[src/hw/rtl/mlbpe_pkg.sv]
// Shared constants, codes and helpers for the multi-LED blink pattern engine.
package mlbpe_pkg;

  localparam int NUM_LEDS_DEF = 12;
  localparam int TICK_MS_DEF  = 5;

  localparam int MS_W        = 16;  // millisecond fields
  localparam int CNT_W       = 16;  // light/gap/pause counters
  localparam int BURST_CNT_W = 9;
  localparam int BURST_LIM_W = 8;
  localparam int OUT_W       = 12;  // width of the level vector
  localparam int LED_MODE_W  = 3;
  localparam int IN_MODE_W   = 2;
  localparam int IN_IDX_W    = 4;

  // beat kind carried in tuser
  localparam logic KIND_TICK = 1'b0;
  localparam logic KIND_PROG = 1'b1;

  // mode codes of a program beat
  localparam logic [IN_MODE_W-1:0] PM_ON    = 2'd0;
  localparam logic [IN_MODE_W-1:0] PM_OFF   = 2'd1;
  localparam logic [IN_MODE_W-1:0] PM_CYCLE = 2'd2;
  localparam logic [IN_MODE_W-1:0] PM_BURST = 2'd3;

  // stored per-LED mode: program code plus one, zero when never programmed
  localparam logic [LED_MODE_W-1:0] LM_NONE  = 3'd0;
  localparam logic [LED_MODE_W-1:0] LM_ON    = 3'd1;
  localparam logic [LED_MODE_W-1:0] LM_OFF   = 3'd2;
  localparam logic [LED_MODE_W-1:0] LM_CYCLE = 3'd3;
  localparam logic [LED_MODE_W-1:0] LM_BURST = 3'd4;

  function automatic logic [CNT_W-1:0] sat_cnt(input logic [CNT_W-1:0] c);
    return (c == {CNT_W{1'b1}}) ? c : c + CNT_W'(1);
  endfunction

  function automatic logic [BURST_CNT_W-1:0] sat_burst(input logic [BURST_CNT_W-1:0] c);
    return (c == {BURST_CNT_W{1'b1}}) ? c : c + BURST_CNT_W'(1);
  endfunction

endpackage

[src/hw/rtl/mlbpe_ram.sv]
// Generic single-write, single-read RAM with registered read data.
module mlbpe_ram #(
  parameter int WIDTH = 8,
  parameter int DEPTH = 16,
  parameter int AW    = (DEPTH > 1) ? $clog2(DEPTH) : 1
) (
  input  logic                  clk,
  input  logic                  we,
  input  logic [AW-1:0]         waddr,
  input  logic [WIDTH-1:0]      wdata,
  input  logic                  re,
  input  logic [AW-1:0]         raddr,
  output logic [WIDTH-1:0]      rdata
);

  logic [WIDTH-1:0] mem [DEPTH];
  logic [WIDTH-1:0] rdata_r;

  always_ff @(posedge clk) begin
    if (we) begin
      mem[waddr] <= wdata;
    end
    if (re) begin
      rdata_r <= mem[raddr];
    end
  end

  assign rdata = rdata_r;

endmodule

[src/hw/rtl/multi_led_blink_pattern_engine.sv]
// Top level of the multi-LED blink pattern engine: per-LED state table and sequencer.
//
//  port group | dir | payload
//  -----------+-----+-----------------------------------------------------------
//  in_        | in  | tuser: kind; tdata: led_num, mode, flash_count, ms x3
//  out_       | out | tdata: led_levels, one beat per tick
//
//  Tick beat: the table is walked one entry per cycle through the RAM read port,
//  writing entry n back while entry n+1 is read.
//  Program beat: read, ST_PDIV for blink modes (the three ms-to-tick divisions
//  share one constant-reciprocal multiplier), then write; a bad index is dropped.
//  Reset clears the per-entry valid bits; an entry never written reads as zero.
//  A finished level vector waits in the output register; input is taken while it
//  waits, and only the end of the next tick stalls on it.
module multi_led_blink_pattern_engine #(
  parameter int NUM_LEDS = mlbpe_pkg::NUM_LEDS_DEF,
  parameter int TICK_MS  = mlbpe_pkg::TICK_MS_DEF
) (
  input  logic        clk,
  input  logic        rst_n,
  input  logic        in_tvalid,
  output logic        in_tready,
  // [3:0] led_num, [5:4] mode, [13:6] flash_count, [29:14] light_ms,
  // [45:30] dark_ms, [61:46] pause_ms, [63:62] zero
  input  logic [63:0] in_tdata,
  input  logic        in_tuser,   // [0] kind
  output logic        out_tvalid,
  input  logic        out_tready,
  output logic [15:0] out_tdata   // [11:0] led_levels, [15:12] zero
);

  localparam int IDX_W = (NUM_LEDS > 1) ? $clog2(NUM_LEDS) : 1;
  localparam int CNT_W = mlbpe_pkg::CNT_W;
  localparam int MS_W  = mlbpe_pkg::MS_W;
  localparam int BC_W  = mlbpe_pkg::BURST_CNT_W;
  localparam int BL_W  = mlbpe_pkg::BURST_LIM_W;
  localparam int OUT_W = mlbpe_pkg::OUT_W;
  localparam int LIM_W = $clog2((2 ** MS_W - 1) / TICK_MS + 1);

  // x / TICK_MS == (x * RECIP) >> DIV_SHIFT exactly for every MS_W-bit x
  localparam int DIV_SHIFT = MS_W + $clog2(TICK_MS);
  localparam int RECIP_W   = MS_W + 1;
  localparam int PROD_W    = MS_W + RECIP_W;
  localparam logic [RECIP_W-1:0] RECIP =
    RECIP_W'(((64'd1 << DIV_SHIFT) + 64'(TICK_MS) - 64'd1) / 64'(TICK_MS));

  localparam logic [2:0] ST_IDLE   = 3'd0;
  localparam logic [2:0] ST_PDIV   = 3'd1;
  localparam logic [2:0] ST_PWR    = 3'd2;
  localparam logic [2:0] ST_TICK   = 3'd3;
  localparam logic [2:0] ST_TDRAIN = 3'd4;
  localparam logic [2:0] ST_TOUT   = 3'd5;

  localparam logic [1:0] SEL_LIGHT = 2'd0;
  localparam logic [1:0] SEL_DARK  = 2'd1;
  localparam logic [1:0] SEL_PAUSE = 2'd2;

  typedef struct packed {
    logic [mlbpe_pkg::LED_MODE_W-1:0] mode;
    logic [LIM_W-1:0]                 light_lim;
    logic [LIM_W-1:0]                 gap_lim;
    logic [LIM_W-1:0]                 pause_lim;
    logic [BL_W-1:0]                  burst_lim;
    logic [CNT_W-1:0]                 light_cnt;
    logic [CNT_W-1:0]                 gap_cnt;
    logic [CNT_W-1:0]                 pause_cnt;
    logic [BC_W-1:0]                  burst_cnt;
    logic                             level;
  } entry_t;

  localparam int ENTRY_W = $bits(entry_t);

  // input unpack
  logic                               in_kind;
  logic [mlbpe_pkg::IN_IDX_W-1:0]     in_led_num;
  logic [mlbpe_pkg::IN_MODE_W-1:0]    in_mode;
  logic [BL_W-1:0]                    in_flash_count;
  logic [MS_W-1:0]                    in_light_ms;
  logic [MS_W-1:0]                    in_dark_ms;
  logic [MS_W-1:0]                    in_pause_ms;
  logic                               in_idx_ok;

  assign in_kind        = in_tuser;
  assign in_led_num     = in_tdata[3:0];
  assign in_mode        = in_tdata[5:4];
  assign in_flash_count = in_tdata[13:6];
  assign in_light_ms    = in_tdata[29:14];
  assign in_dark_ms     = in_tdata[45:30];
  assign in_pause_ms    = in_tdata[61:46];
  assign in_idx_ok      = (32'(in_led_num) < NUM_LEDS);

  logic [2:0]       state_r, state_nxt;
  logic [IDX_W-1:0] rd_n_r, rd_n_nxt;
  logic [1:0]       div_sel_r, div_sel_nxt;
  logic             st_v_r, st_v_nxt;
  logic             out_valid_r, out_valid_nxt;
  logic [NUM_LEDS-1:0] valid_r;

  logic [IDX_W-1:0]               st_idx_r;
  logic                           rd_ok_r;
  logic [IDX_W-1:0]               p_idx_r;
  logic [mlbpe_pkg::IN_MODE_W-1:0] p_mode_r;
  logic [BL_W-1:0]                p_fc_r;
  logic [MS_W-1:0]                p_light_ms_r, p_dark_ms_r, p_pause_ms_r;
  logic [LIM_W-1:0]               light_lim_r, gap_lim_r, pause_lim_r;
  logic [OUT_W-1:0]               lv_r, lv_nxt;
  logic [OUT_W-1:0]               out_data_r;

  logic               mem_we, mem_re;
  logic [IDX_W-1:0]   mem_waddr, mem_raddr;
  logic [ENTRY_W-1:0] mem_wdata, mem_rdata;

  entry_t cur, tick_e, prog_e;

  logic [MS_W-1:0]   ms_sel;
  logic [PROD_W-1:0] prod;
  logic [LIM_W-1:0]  quot;
  logic [CNT_W-1:0]  gap_lim_m1, pause_lim_m1;

  mlbpe_ram #(
    .WIDTH (ENTRY_W),
    .DEPTH (NUM_LEDS)
  ) u_state_ram (
    .clk   (clk),
    .we    (mem_we),
    .waddr (mem_waddr),
    .wdata (mem_wdata),
    .re    (mem_re),
    .raddr (mem_raddr),
    .rdata (mem_rdata)
  );

  // entry as read; never-written entries look like reset state
  assign cur = rd_ok_r ? entry_t'(mem_rdata) : '0;

  // shared divider: one ms field per cycle
  always_comb begin
    case (div_sel_r)
      SEL_LIGHT: ms_sel = p_light_ms_r;
      SEL_DARK:  ms_sel = p_dark_ms_r;
      default:   ms_sel = p_pause_ms_r;
    endcase
  end

  assign prod = PROD_W'(ms_sel) * PROD_W'(RECIP);
  assign quot = LIM_W'(prod >> DIV_SHIFT);

  // zero minus one wraps at counter width
  assign gap_lim_m1   = CNT_W'(cur.gap_lim) - CNT_W'(1);
  assign pause_lim_m1 = CNT_W'(cur.pause_lim) - CNT_W'(1);

  // one tick step of the entry under the write stage
  always_comb begin
    tick_e = cur;
    case (cur.mode)
      mlbpe_pkg::LM_ON:  tick_e.level = 1'b1;
      mlbpe_pkg::LM_OFF: tick_e.level = 1'b0;
      mlbpe_pkg::LM_CYCLE: begin
        tick_e.light_cnt = mlbpe_pkg::sat_cnt(cur.light_cnt);
        if (cur.light_cnt < CNT_W'(cur.light_lim)) begin
          tick_e.level   = 1'b1;
          tick_e.gap_cnt = '0;
        end else begin
          tick_e.gap_cnt = mlbpe_pkg::sat_cnt(cur.gap_cnt);
          if (cur.gap_cnt < CNT_W'(cur.gap_lim)) begin
            tick_e.level = 1'b0;
          end else begin
            tick_e.light_cnt = '0;
          end
        end
      end
      mlbpe_pkg::LM_BURST: begin
        if (cur.burst_cnt <= BC_W'(cur.burst_lim)) begin
          tick_e.light_cnt = mlbpe_pkg::sat_cnt(cur.light_cnt);
          if (cur.light_cnt < CNT_W'(cur.light_lim)) begin
            tick_e.level   = 1'b1;
            tick_e.gap_cnt = '0;
          end else begin
            tick_e.gap_cnt = mlbpe_pkg::sat_cnt(cur.gap_cnt);
            if (cur.gap_cnt < gap_lim_m1) begin
              tick_e.level = 1'b0;
            end else begin
              tick_e.light_cnt = '0;
              tick_e.burst_cnt = mlbpe_pkg::sat_burst(cur.burst_cnt);
            end
          end
        end else begin
          tick_e.pause_cnt = mlbpe_pkg::sat_cnt(cur.pause_cnt);
          if (cur.pause_cnt < pause_lim_m1) begin
            tick_e.level = 1'b0;
          end else begin
            tick_e.pause_cnt = '0;
            tick_e.burst_cnt = '0;
          end
        end
      end
      default: ;
    endcase
  end

  // program write: steady modes only change the mode, level is kept
  always_comb begin
    prog_e      = cur;
    prog_e.mode = mlbpe_pkg::LED_MODE_W'(p_mode_r) + mlbpe_pkg::LED_MODE_W'(1);
    if (p_mode_r >= mlbpe_pkg::PM_CYCLE) begin
      prog_e.light_cnt = '0;
      prog_e.gap_cnt   = '0;
      prog_e.pause_cnt = '0;
      prog_e.burst_cnt = '0;
      prog_e.light_lim = light_lim_r;
      prog_e.gap_lim   = gap_lim_r;
      if (p_mode_r == mlbpe_pkg::PM_BURST) begin
        prog_e.pause_lim = pause_lim_r;
        prog_e.burst_lim = p_fc_r;
      end else begin
        prog_e.pause_lim = '0;
        prog_e.burst_lim = '0;
      end
    end
  end

  always_comb begin
    lv_nxt = lv_r;
    for (int j = 0; j < OUT_W; j++) begin
      if (32'(st_idx_r) == j) begin
        lv_nxt[j] = tick_e.level;
      end
    end
  end

  always_comb begin
    state_nxt     = state_r;
    rd_n_nxt      = rd_n_r;
    div_sel_nxt   = div_sel_r;
    st_v_nxt      = 1'b0;
    out_valid_nxt = out_valid_r;
    mem_re        = 1'b0;
    mem_raddr     = rd_n_r;
    mem_we        = 1'b0;
    mem_waddr     = st_idx_r;
    mem_wdata     = tick_e;
    if (out_valid_r && out_tready) begin
      out_valid_nxt = 1'b0;
    end
    case (state_r)
      ST_IDLE: begin
        if (in_tvalid) begin
          if (in_kind == mlbpe_pkg::KIND_PROG) begin
            // out-of-range index: beat is dropped
            if (in_idx_ok) begin
              mem_re      = 1'b1;
              mem_raddr   = IDX_W'(in_led_num);
              div_sel_nxt = SEL_LIGHT;
              state_nxt   = (in_mode >= mlbpe_pkg::PM_CYCLE) ? ST_PDIV : ST_PWR;
            end
          end else begin
            rd_n_nxt  = '0;
            state_nxt = ST_TICK;
          end
        end
      end
      ST_PDIV: begin
        div_sel_nxt = div_sel_r + 2'd1;
        if (div_sel_r == SEL_PAUSE) begin
          state_nxt = ST_PWR;
        end
      end
      ST_PWR: begin
        mem_we    = 1'b1;
        mem_waddr = p_idx_r;
        mem_wdata = prog_e;
        state_nxt = ST_IDLE;
      end
      ST_TICK: begin
        mem_re   = 1'b1;
        st_v_nxt = 1'b1;
        if (rd_n_r == IDX_W'(NUM_LEDS - 1)) begin
          state_nxt = ST_TDRAIN;
        end else begin
          rd_n_nxt = rd_n_r + IDX_W'(1);
        end
      end
      ST_TDRAIN: state_nxt = ST_TOUT;
      ST_TOUT: begin
        if (!out_valid_r || out_tready) begin
          out_valid_nxt = 1'b1;
          state_nxt     = ST_IDLE;
        end
      end
      default: state_nxt = ST_IDLE;
    endcase
    // write stage of the table walk
    if (st_v_r) begin
      mem_we    = 1'b1;
      mem_waddr = st_idx_r;
      mem_wdata = tick_e;
    end
  end

  always_ff @(posedge clk) begin
    if (!rst_n) begin
      state_r     <= ST_IDLE;
      rd_n_r      <= '0;
      div_sel_r   <= SEL_LIGHT;
      st_v_r      <= 1'b0;
      out_valid_r <= 1'b0;
      valid_r     <= '0;
    end else begin
      state_r     <= state_nxt;
      rd_n_r      <= rd_n_nxt;
      div_sel_r   <= div_sel_nxt;
      st_v_r      <= st_v_nxt;
      out_valid_r <= out_valid_nxt;
      if (mem_we) begin
        valid_r[mem_waddr] <= 1'b1;
      end
    end
  end

  always_ff @(posedge clk) begin
    if (in_tvalid && in_tready) begin
      p_idx_r      <= IDX_W'(in_led_num);
      p_mode_r     <= in_mode;
      p_fc_r       <= in_flash_count;
      p_light_ms_r <= in_light_ms;
      p_dark_ms_r  <= in_dark_ms;
      p_pause_ms_r <= in_pause_ms;
      lv_r         <= '0;
    end else if (st_v_r) begin
      lv_r <= lv_nxt;
    end
    if (mem_re) begin
      rd_ok_r  <= valid_r[mem_raddr];
      st_idx_r <= mem_raddr;
    end
    if (state_r == ST_PDIV) begin
      case (div_sel_r)
        SEL_LIGHT: light_lim_r <= quot;
        SEL_DARK:  gap_lim_r   <= quot;
        default:   pause_lim_r <= quot;
      endcase
    end
    if (state_r == ST_TOUT && (!out_valid_r || out_tready)) begin
      out_data_r <= lv_r;
    end
  end

  assign in_tready  = (state_r == ST_IDLE);
  assign out_tvalid = out_valid_r;
  assign out_tdata  = 16'(out_data_r);

  // read and write of the walk never hit the same entry in one cycle
  a_no_rw_collide: assert property (@(posedge clk) disable iff (!rst_n)
    (mem_we && mem_re) |-> (mem_waddr != mem_raddr))
    else $error("state RAM read and write to the same entry");

  // the write stage is empty whenever new beats are taken
  a_idle_drained: assert property (@(posedge clk) disable iff (!rst_n)
    (state_r == ST_IDLE) |-> !st_v_r)
    else $error("table walk still writing while idle");

  a_raddr_range: assert property (@(posedge clk) disable iff (!rst_n)
    mem_re |-> (32'(mem_raddr) < NUM_LEDS))
    else $error("state RAM read beyond LED count");

  a_drain_to_out: assert property (@(posedge clk) disable iff (!rst_n)
    (state_r == ST_TDRAIN) |=> ((state_r == ST_TOUT) && !st_v_r))
    else $error("tick walk did not finish before output");

endmodule

[config.mk]
export PLATFORM = sky130hd
export DESIGN_NAME = multi_led_blink_pattern_engine
export DESIGN_NICKNAME = d
export VERILOG_FILES = /design/src/hw/rtl/mlbpe_pkg.sv /design/src/hw/rtl/mlbpe_ram.sv /design/src/hw/rtl/multi_led_blink_pattern_engine.sv
export SDC_FILE = /design/constraint.sdc
export NUM_CORES = 2
export LEC_CHECK = 0
export BUFFER_PORTS_ARGS = -buffer_cell sky130_fd_sc_hd__buf_2
export CAP_MARGIN = 10
export CORE_MARGIN = 2
export CORE_UTILIZATION = 40
export CTS_CLUSTER_DIAMETER = 150
export CTS_CLUSTER_SIZE = 16
export DETAILED_ROUTE_END_ITERATION = 10
export PLACE_DENSITY_LB_ADDON = 0.15
export SLEW_MARGIN = 30
export SYNTH_ARGS = -nofsm -noshare
export SYNTH_HDL_FRONTEND = slang
export SYNTH_SLANG_ARGS = --single-unit
[constraint.sdc]
create_clock -name clk -period 9.3 [get_ports clk]
set_input_delay 0.93 -clock clk [delete_from_list [all_inputs] [get_ports clk]]
set_output_delay 0.93 -clock clk [all_outputs]
set_load 0.02 [all_outputs]
==> impl_metrics.json <==
{
  "status": "completed",
  "yosys_register_bits": 1599,
  "cp-end-kind": "register",
  "cp_data_arrival_time_ns": 7.77,
  "io_buffers": 80,
  "max-slew-margin-rel_pct": 24.5,
  "grtUsageTotal_pct": 20.7,
  "finClkSkew_ns": 0.0424,
  "core_um2": 176000,
  "ys_types": 83,
  "ff2ff_path_depth": 23,
  "hp-class": "in2reg",
  "nNetsFinal": 6057,
  "synth_edf_count": 1564,
  "holdBufCountCts": 0,
  "rsz0062_at_grt": "no",
  "clkSinkCount": 1599,
  "drc": 0,
  "cp-start-kind": "register",
  "dieWidth_um": 424,
  "antenna_found_initial": 2,
  "async_flop_share_pct": 0,
  "drt_iter0_drc": 3938,
  "cts-root-buf": "clkbuf_16",
  "synth_top_area_share_pct": 66.5,
  "mostFrequentLayoutCell": "edfxtp_1",
  "reg2reg_slack_ns": 2.07,
  "r2r_end": "light_lim_r[10]",
  "cts.clk_slew.worst_paths_ns": 0.08,
  "clkLatencyLatePin_ns": 0.76,
  "slew_violations": 0,
  "worstMarginPinSlew_ns": 1.13,
  "yosysSeqAreaShare_pct": 67.5,
  "finalHoldViolCount": 0,
  "io_pins": 87,
  "finalCritPeriodShare_pct": 77.8,
  "fin_crit_ns": 7.23,
  "r2r-start": "div_sel_r[0]",
  "tritoncts": "built",
  "grt_max_degree": 190,
  "drive_above_1_share_pct": 5.67,
  "routabilityCongestion": 0.833,
  "setup_viol_count_final": 0,
  "avgViaCountPerCell": 5.54,
  "fillers": 16200,
  "wl_per_cell_um": 23.3,
  "whs_endpoint": "p_fc_r[4]",
  "final_cell_mix": "edfxtp_1 (1564), nand2_1 (1552), nand3_1 (636), ha_1 (209), inv_1 (182)",
  "whs_path_depth": 1,
  "ys_top_cells_by_area": "edfxtp_1 (66%), nand2_1 (8.2%), nand3_1 (4.5%)",
  "grt-ovfl-total": 0,
  "wirelength_mm": 188,
  "cts_buffers": 109,
  "grt_first_pass_wirelength_mm": 283,
  "fmax_mhz": 138,
  "die-area_um2": 180000,
  "tns_ns": 0,
  "synthToLayoutAreaGrowth_pct": 8.25,
  "hpwlAfterDp_mm": 96.8,
  "maxCapViolCount": 0,
  "critical_path.max_fanout": 18,
  "crit_type": "reg2reg",
  "yosysWarnings": 0,
  "grt_pass1_vias": 43300,
  "num_rows": 154,
  "vias": 44700,
  "syn_area_um2": 70600,
  "synth_top_cell_by_area": "edfxtp_1",
  "netlist_instances": 5771,
  "drt.antenna.violating_nets": 0,
  "chipHeight_um": 424,
  "crit_required_ns": 9.84,
  "ys.flop_type": "edfxtp_1",
  "post_cts_buffers": 0,
  "synth_area_per_cell_um2": 12.2,
  "hold_path_startpoint": "in_tdata[10]",
  "htreeDepth": 3,
  "ctsResizeCount": 0,
  "clk_path_buf_depth": 3,
  "first_pass_iters": 5,
  "start_util_pct": 40.2
}
## flip-flops by register name (all words and copies together) (netlist names), 2 cells and up
register	flops
valid_r	12
u_state_ram.rdata	111
rd_n_r	4
state_r	3
u_state_ram.mem	1332
out_data_r	12
p_fc_r	8
light_lim_r	14
pause_lim_r	14
st_idx_r	4
lv_r	12
p_mode_r	2
p_idx_r	4
div_sel_r	2
p_light_ms_r	16
p_dark_ms_r	16
p_pause_ms_r	16
gap_lim_r	14
## worst max-delay path, cell delays in order (launching register included)
cell	delay, ns
dfxtp_1	0.33
inv_1	0.10
ha_1	0.71
nor2_4	0.23
nand2_1	0.13
nand2_1	0.22
ha_1	0.48
and2_1	0.18
nor2_1	0.06
ha_1	0.21
fa_1	0.55
inv_1	0.06
fa_1	0.49
fa_1	0.50
inv_1	0.05
ha_1	0.27
o2111ai_1	0.28
a21oi_1	0.07
a2111oi_1	0.70
a211o_1	0.31
a31oi_1	0.23
a211oi_1	0.47
o21bai_1	0.13
xor2_1	0.26
## Yosys cell counts (78+ instances only)
| master | count |
|---|---|
| clkbuf_1 | 138 |
| o21ai_1 | 128 |
| fa_1 | 78 |
| buf_2 | 155 |
| nand2_1 | 1552 |
| ha_1 | 209 |
| nor2_1 | 79 |
| and3_1 | 140 |
| o21ai_0 | 108 |
| a311oi_1 | 112 |
| inv_1 | 183 |
| a31oi_1 | 133 |
| edfxtp_1 | 1564 |
| nand3_1 | 636 |
## metal layers
metal	global-route usage, %	wire, um	share of wire (%)
met1	29.4	85400	45
met2	34.8	91500	49
met3	1.96	8310	4.4
met4	4.29	3200	1.7
met5	0	0	0
## cell type report
class / count / area [um2] / area share, %
clock buffer: 132 / 2840 / 3.71
sequential: 1599 / 47700 / 62.3
antenna: 1 / 2.50 / 0.00327
tap: 2340 / 2930 / 3.83
clock inverter: 6 / 103 / 0.134
timing repair buffer: 156 / 1270 / 1.66
multi-input combinational: 3649 / 20900 / 27.4
inverter: 186 / 727 / 0.951
## per-stage QoR
| step | worst slack (ns) | instances | utilization, % | area, um2 | hold slack (ns) |
|---|---|---|---|---|---|
| 6_report | 2.07 | 8069 | 43.5 | 76500 | 0.359 |
| 4_1_cts | 2.00 | 8066 | 43.5 | 76400 | 0.285 |
| 3_3_place_gp | 1.95 | 7928 | 41.8 | 73400 | 0.418 |
| 3_5_place_dp | 2.07 | 7928 | 41.8 | 73400 | 0.420 |
| 2_1_floorplan | 1.71 | 5774 | - | 70700 | 0.408 |
| 5_1_grt | 1.47 | 8069 | 43.5 | 76500 | 0.318 |
## worst max-delay path by stage
stage,startpoint,endpoint,slack (ns),cells past startpoint
2_1_floorplan,in_tuser,rd_ok_r,1.71,3
3_3_place_gp,div_sel_r[0],pause_lim_r[10],1.95,23
3_5_place_dp,div_sel_r[0],gap_lim_r[6],2.07,24
4_1_cts,div_sel_r[0],light_lim_r[10],2.00,23
5_1_grt,div_sel_r[0],light_lim_r[10],1.47,23
6_report,div_sel_r[0],light_lim_r[10],2.07,23
## logic make-up (layout without fill, tap and decap cells)
kind of cell | count (synthesis) | after routing | synth area share [%]
adder cells (fa/ha/maj) | 287 | 287 | 5.91
flip-flops | 1599 | 1599 | 67.5
XOR/XNOR | 41 | 41 | 0.508
AO/OA/AOI/OAI | 725 | 725 | 6.71
AND/OR/NAND/NOR | 2587 | 2587 | 16.0
other | 1 | 5 | 0.00531
multiplexers | 5 | 5 | 0.106
buffers and inverters | 526 | 480 | 3.24
Power is not shown: default switching activity piles up to over one toggle a cycle in this logic, so the estimate is an artifact.
